File: config.mk
export PLATFORM = sky130hd
export DESIGN_NAME = chash_ram
export DESIGN_NICKNAME = d
export VERILOG_FILES = /design/src/rtl/chash_ram.sv
export SDC_FILE = /design/constraint.sdc
export NUM_CORES = 1
export LEC_CHECK = 0
export BUFFER_PORTS_ARGS = -buffer_cell sky130_fd_sc_hd__buf_2
export CORE_ASPECT_RATIO = 0.9
export CORE_MARGIN = 2
export CORE_UTILIZATION = 65
export DETAILED_ROUTE_END_ITERATION = 10
export PLACE_DENSITY_LB_ADDON = 0.15
export REMOVE_ABC_BUFFERS = 1
export SETUP_SLACK_MARGIN = 0.3
export SKIP_LAST_GASP = 1
export SYNTH_ARGS = -nofsm -noshare
export SYNTH_HDL_FRONTEND = slang
export SYNTH_SLANG_ARGS = --single-unit
File: constraint.sdc
create_clock -name i_clk -period 3.7 [get_ports i_clk]
set_input_delay 0.185 -clock i_clk [delete_from_list [all_inputs] [get_ports i_clk]]
set_output_delay 0.185 -clock i_clk [all_outputs]
set_load 0.05 [all_outputs]
File: src/rtl/chash_ram.sv
// Generic single-clock RAM: one write port, one read port, registered read.
// No dependencies.
module chash_ram #(
    parameter int WIDTH = 8,
    parameter int DEPTH = 16
) (
    input  logic                                   i_clk,
    input  logic                                   i_we,
    input  logic [(DEPTH > 1 ? $clog2(DEPTH) : 1)-1:0] i_waddr,
    input  logic [WIDTH-1:0]                       i_wdata,
    input  logic [(DEPTH > 1 ? $clog2(DEPTH) : 1)-1:0] i_raddr,
    output logic [WIDTH-1:0]                       o_rdata
);

    logic [WIDTH-1:0] r_mem [DEPTH];
    logic [WIDTH-1:0] r_rdata;

    always_ff @(posedge i_clk) begin
        if (i_we) begin
            r_mem[i_waddr] <= i_wdata;
        end
        r_rdata <= r_mem[i_raddr];
    end

    assign o_rdata = r_rdata;

endmodule

# == Yosys cells after proc, flatten, opt, wreduce, memory -nomap -nowiden ==
# Memories as Yosys holds them, arrays and structs flattened. A register that Yosys moved wholly into a read port is not among the register bits.
# Index checks and enable logic that the tools add are counted.
# Widths: inputs -> output; s select.
# totals
elab_cells,3
output_inout_bits,8
in_bits,18
reg_bits,0
ramBits,128
n_memories,1
# op_classes
n_mux,2
# memory_table
name,words,word_bits,rd,rd_clocked_by_memory_dff,wr,line,rtl
r_mem,16,8,1,1,1,15,logic [WIDTH-1:0] r_mem [DEPTH];
# op_table
operator,count
$mux 1,2

# == Logic depth before layout (Yosys ltp) ==
# Gate-level depths: netlist of the first run.
# logic_depth
word_depth,2
depth_mapped,5
depth_no_buf,3

# == Worst setup path after synthesis of the first run ==
# No wires, ideal clock.
# synth_path
path_type,in2reg
startpoint,input i_waddr[2] (netlist name)
endpoint,"memory r_mem[0][0], enable pin"
path_slack_ns,2.022
path_stages,2
setup_ns,0.383
arrival_time_ns,1.295
cell_sequence,or3b_2 nor3_1
# synth_rtl
element,line,rtl
from (decl),9,"input logic [(DEPTH > 1 ? $clog2(DEPTH) : 1)-1:0] i_waddr,"
to (decl),15,
# No word-level cell before the write port.

# == Final worst setup path of the first run ==
# layout_path
startpoint,input i_waddr[2] (netlist name)
endpoint,"memory r_mem[0][6], enable pin"
# No word-level cell before the write port.

==> results of run 1 <==
==> Yosys cell counts <==
cell	instances
buf_6	3
nor2_1	13
buf_2	3
clkdlybuf4s25_2	3
mux4_1	14
dfxtp_1	8
edfxtp_1	128
nand3_1	1
and2b_1	1
nand2_1	9
a22oi_1	16
and2_1	1
mux4_2	18
nand2b_1	2
nor2b_1	1
buf_4	1
nand3b_1	2
or3b_2	1
nor3_1	4
==> worst max-delay path: cells and delay by family <==
kind | cells | cell delay (ns)
and+or+nand+nor | 2 | 1.51
buffers and inverters | 1 | 0.11
==> area by class of cell <==
type,count,area (µm²),share of cell area (%)
flip-flops and latches,136,4000,67.1
well taps,96,120,2.01
multi-input cells,83,1060,17.8
repair buffers,28,148,2.47
clock buffers,18,428,7.17
clock inverters,14,204,3.42
==> where the power goes <==
group          internal [mW]  total, mW  leakage (nW)  switching (mW)
clock                   1.17       1.78         0.310           0.605
sequential              1.72       1.73          1.22          0.0101
combinational         0.0626      0.184         0.487           0.122
total                   2.96       3.69          2.02           0.737
==> logic make-up (layout without fill, tap and decap cells) <==
family                 Yosys count  count (layout)  synth area share (%)
buffers and inverters           10              60                  1.68
multiplexers                    32              32                  15.0
AND/OR/NAND/NOR                 35              35                  3.18
flip-flops                     136             136                  77.8
AO/OA/AOI/OAI                   16              16                  2.33
==> sequential cells by signal (all words and copies together) (netlist names) <==
register and flops:
o_rdata 8, r_mem 128
==> cell usage in the layout, fill, tap and decap left out, drive strengths merged <==
cell and n:
clkinvlp 2, nand3 1, or3b 1, mux4 32, buf 28, nand2b 2, nor3 4, bufinv 5
nor2 13, clkbuf 18, dfxtp 8, a22oi 16, nor2b 1, nand3b 2, clkinv 7, and2 1
and2b 1, edfxtp 128, nand2 9
==> per-layer routing <==
metal  vias to the layer above  track usage [%]
li1                       1046                -
met1                      1252             34.4
met2                       121             36.3
met3                        15             8.14
met4                         0             9.60
met5                         -                0
==> worst max path at each step <==
stage	end	start
floorplan	r_mem[0][0]	i_waddr[2]
global placement	r_mem[0][5]	i_waddr[2]
detailed placement	r_mem[0][4]	i_waddr[2]
CTS	r_mem[0][6]	i_waddr[2]
global route	r_mem[0][4]	i_waddr[2]
finish	r_mem[0][6]	i_waddr[2]
==> results.py, run 1 <==
metrics = {
    "run_status": {
        "status": "completed",
    },
    "worst_setup_path": {
        "critPathCaptureType": "flip-flop",
        "required_ns": 3.83,
        "criticalPathCategory": "in2reg",
        "start_kind": "input pin",
        "rrSetupSlack_ns": 2.33,
        "crit_chain": "buf_2, or3b_2, nor3_1",
        "cp_slowest_stage_delay_ns": 1.00,
        "crit_slowest_cell": "nor3_1",
        "rr_worst_depth": 3,
        "critical_path_arrival_ns": 1.81,
        "r2r-end": "o_rdata[5]",
        "rr_startpoint": "r_mem[9][5]",
        "crit_path_max_fanout": 8,
    },
    "sta": {
        "hold_viol": 0,
        "fin_crit_sh_pct": 45.5,
        "slew_headroom_pct": 13.3,
        "worst_slack_ns": 2.02,
        "maxSlewViolCount": 0,
        "tightestPinTransition_ns": 1.29,
        "fmax_ghz": 0.594,
        "finalSetupViolations": 0,
        "finClkSkew_ns": 0.00462,
        "rsz0062_at_grt": "no",
        "hold_slack_ns": 0.0486,
        "period_needed_ns": 1.68,
        "setup_tns_ns": 0,
    },
    "min_path": {
        "min_path_cells": 1,
        "hold_class": "in2reg",
        "hp-start": "i_wdata[4]",
        "whs_endpoint": "r_mem[10][4]",
    },
    "final_layout": {
        "fin_nets": 284,
        "final_core_util_pct": 78.3,
        "drive_gt1_share_pct": 28.7,
        "instances_no_fill": 375,
        "n_antenna_cell": 0,
        "area_growth_pct": 15.9,
        "fill_cells": 391,
        "fin_area_mm2": 0.00597,
    },
    "route": {
        "antenna_left": 0,
        "avgRoutedWirePerCell_um": 24.8,
        "top_layer": "met4",
        "drc": 0,
        "met2WireLength_mm": 4.39,
        "vias": 2434,
        "drt_iter0_markers": 244,
        "dr.pass1.iters": 4,
        "wl_met3_um": 786,
        "wl_met1_mm": 3.95,
        "drt-vias-per-instance": 6.49,
        "wl_mm": 9.32,
    },
    "global_route": {
        "grt_max_degree": 33,
        "grt_usage_pct": 24.3,
        "grt_antenna_before_repair": 0,
        "overflow": 0,
        "first_global_vias": 2449,
        "grt_first_pass_wirelength_mm": 14.3,
    },
    "flow_run": {
        "cap_viol_max_count": 0,
    },
    "clock_network": {
        "clkTransAtPathRegs_ns": 0.06,
        "postCtsHoldBufs": 0,
        "h-tree-depth": 4,
        "post_cts_buffers": 0,
        "cts_resized": 0,
        "numCtsBuffers": 17,
        "cts_tree": "yes",
        "cts.sinks": 136,
        "clock_latency_ns": 0.52,
        "clock-root-buffer": "clkbuf_8",
        "clock_path_buffers": 2,
    },
    "power_and_ir_drop": {
        "leakage_nw": 2.02,
        "total_power_mw": 3.69,
        "peakVddDrop_mv": 0.513,
        "powerDensity_mw_per_mm2": 619,
    },
    "yosys": {
        "synth_top_area_cell": "edfxtp_1",
        "ys_ff_latch": 136,
        "avgSynthCellArea_um2": 22.5,
        "synth_area_leaders": "edfxtp_1, mux4_2, mux4_1",
        "syn_area_mm2": 0.00515,
        "yosys_warnings": 0,
        "syn_inst": 229,
        "synth_cell_types": 19,
        "synth.top_cell.area_share_pct": 74.7,
        "ys_seq_area_share_pct": 77.8,
    },
    "die": {
        "rows": 30,
        "die_x_um": 97.8,
        "core_area_mm2": 0.00762,
        "start_util_pct": 67.6,
        "dieArea_mm2": 0.00865,
        "io_pins": 26,
        "die_height_um": 88.4,
    },
    "placement": {
        "dp_cells": 343,
        "place_area_mm2": 0.00533,
        "port_buffers": 25,
        "dpl.hpwl_mm": 5.57,
        "gp_congestion": 0.732,
        "dpl_worst_slack_ns": 1.42,
    },
}
(Power assumes the default switching activity.)
==> run 2: changes to the inputs <==
--- a/config.mk
+++ b/config.mk
@@ -8,7 +8,7 @@
 export BUFFER_PORTS_ARGS = -buffer_cell sky130_fd_sc_hd__buf_2
 export CORE_ASPECT_RATIO = 0.9
 export CORE_MARGIN = 2
-export CORE_UTILIZATION = 65
+export CORE_UTILIZATION = 60
 export DETAILED_ROUTE_END_ITERATION = 10
 export PLACE_DENSITY_LB_ADDON = 0.15
 export REMOVE_ABC_BUFFERS = 1
==> constraint.sdc (replaced) <==
create_clock -name i_clk -period 1.6 [get_ports i_clk]
set_input_delay 0.08 -clock i_clk [delete_from_list [all_inputs] [get_ports i_clk]]
set_output_delay 0.08 -clock i_clk [all_outputs]
set_load 0.05 [all_outputs]
==> results.py, run 2 (synthesis gave the netlist of run 1 again) <==
metrics = {
    "clock_network": {
        "cts_tree": "yes",
        "h-tree-depth": 4,
        "clkTransAtPathRegs_ns": 0.06,
        "cts.sinks": 136,
        "clock_latency_ns": 0.51,
        "clock-root-buffer": "clkbuf_8",
        "post_cts_buffers": 0,
        "clock_path_buffers": 2,
        "numCtsBuffers": 17,
    },
    "global_route": {
        "first_global_vias": 2571,
        "grt_first_pass_wirelength_mm": 14.7,
        "grt_antenna_before_repair": 0,
        "grt_max_degree": 33,
        "grt_usage_pct": 23.2,
        "overflow": 0,
    },
    "placement": {
        "port_buffers": 25,
        "dpl.hpwl_mm": 5.79,
        "gp_congestion": 0.769,
        "dpl_worst_slack_ns": 0.0370,
    },
    "power_and_ir_drop": {
        "leakage_nw": 2.10,
        "peakVddDrop_mv": 0.881,
        "total_power_mw": 8.32,
        "powerDensity_mw_per_mm2": 1340,
    },
    "die": {
        "die_height_um": 91.9,
        "dieArea_mm2": 0.00934,
        "start_util_pct": 60.9,
        "rows": 32,
        "die_x_um": 102,
        "core_area_mm2": 0.00845,
        "io_pins": 26,
    },
    "sta": {
        "setup_tns_ns": 0,
        "fmax_ghz": 0.777,
        "rsz0062_at_grt": "yes",
        "hold_slack_ns": 0.122,
        "worst_slack_ns": 0.313,
        "tightestPinTransition_ns": 0.572,
        "maxSlewViolCount": 0,
        "period_needed_ns": 1.29,
        "finClkSkew_ns": 0.00769,
        "fin_crit_sh_pct": 80.4,
        "slew_headroom_pct": 61.9,
        "hold_viol": 0,
        "finalSetupViolations": 0,
    },
    "final_layout": {
        "largest-register": "r_mem",
        "final_cell_mix": "edfxtp_1, mux4_2, buf_2, buf_4, clkbuf_16",
        "drive_gt1_share_pct": 38.0,
        "area_growth_pct": 20.8,
        "final_common_cell": "edfxtp_1",
        "n_antenna_cell": 0,
        "fin_nets": 310,
        "largest_reg_flops": 128,
    },
    "worst_setup_path": {
        "criticalPathCategory": "reg2reg",
        "start_kind": "flip-flop",
        "crit_buf_inv": 0,
        "rr_startpoint": "r_mem[2][0]",
        "required_ns": 2.00,
        "critPathCaptureType": "flip-flop",
        "critical_path_arrival_ns": 1.68,
        "cp-startpoint": "r_mem[2][0]",
        "crit_path_max_fanout": 1,
        "crit_slowest_cell": "mux4_2",
        "crit_family": "multiplexers",
        "crit_chain": "mux4_2, a22oi_2, nand2_1",
        "cp_slowest_stage_delay_ns": 0.49,
    },
    "flow_run": {
        "cap_viol_max_count": 0,
    },
    "route": {
        "vias": 2503,
        "antenna_left": 0,
        "drt-vias-per-instance": 5.90,
        "drt_iter0_markers": 215,
        "dr.pass1.iters": 4,
        "wl_mm": 9.80,
        "avgRoutedWirePerCell_um": 23.1,
        "drc": 0,
    },
    "min_path": {
        "hp-start": "i_waddr[3]",
        "hold_class": "in2reg",
    },
    "run_status": {
        "status": "completed",
    },
}
==> run 2: cell count changes in the layout (fill, tap and decap cells not counted), sizes merged <==
| cell | change |
|---|---|
| inv | +2 |
| clkinv | -1 |
| bufinv | -2 |
| clkbuf | -1 |
| buf | +18 |
| clkinvlp | +2 |
| dlygate4sd3 | +8 |
==> run 2: metrics by stage <==
| stage | area, µm² | util (%) | instances |
|---|---|---|---|
| 5_1_grt | 6220 | 73.6 | 424 |
| 6_report | 6220 | 73.6 | 424 |
| 2_1_floorplan | 5060 | - | 219 |
| 4_1_cts | 6210 | 73.5 | 424 |
| 3_3_place_gp | 5520 | 65.3 | 384 |
| 3_5_place_dp | 5520 | 65.3 | 384 |
==> run 2: layer usage <==
| metal | track usage, % | vias up | share of wire (%) |
|---|---|---|---|
| li1 | - | 1090 | - |
| met1 | 34.3 | 1286 | 42 |
| met2 | 34.4 | 119 | 49 |
| met3 | 5.95 | 8 | 8.2 |
| met4 | 8.11 | 0 | 0.81 |
| met5 | 0 | - | 0 |
==> run 2: cell type report <==
| cell class | count | area, µm² |
|---|---|---|
| sequential | 136 | 4000 |
| clock buffer | 17 | 414 |
| multi-input combinational | 83 | 1090 |
| timing repair buffer | 54 | 388 |
| clock inverter | 15 | 178 |
| fill | 502 | 2230 |
| tap | 119 | 149 |
==> run 2: where the power goes <==
group          total [mW]  switching [mW]  internal (mW)
registers            4.01          0.0273           3.98
logic               0.489           0.301          0.188
clock network        3.82            1.44           2.37
==> run 2: timing repair <==
action,in CTS,in global routing
gates resized for setup,9,11
hold buffers,8,0
cloned,0,0
endpoints found under the setup margin,6,7
pin swaps,4,3
hold endpoints to repair,128,0
==> run 2: final timing paths <==
check / depth (start not counted) / slack (ns) / end
setup reg to reg: 3 / 0.31 / o_rdata[0]
hold / removal: 3 / 0.12 / r_mem[11][0]
setup / recovery: 3 / 0.31 / o_rdata[0]
hold reg to reg: 3 / 0.67 / o_rdata[1]
==> run 2: tightest hold or removal path, stage by stage <==
cell and delay [ns]:
buf_2 0.12, nand3b_1 0.15, nor2_1 0.11
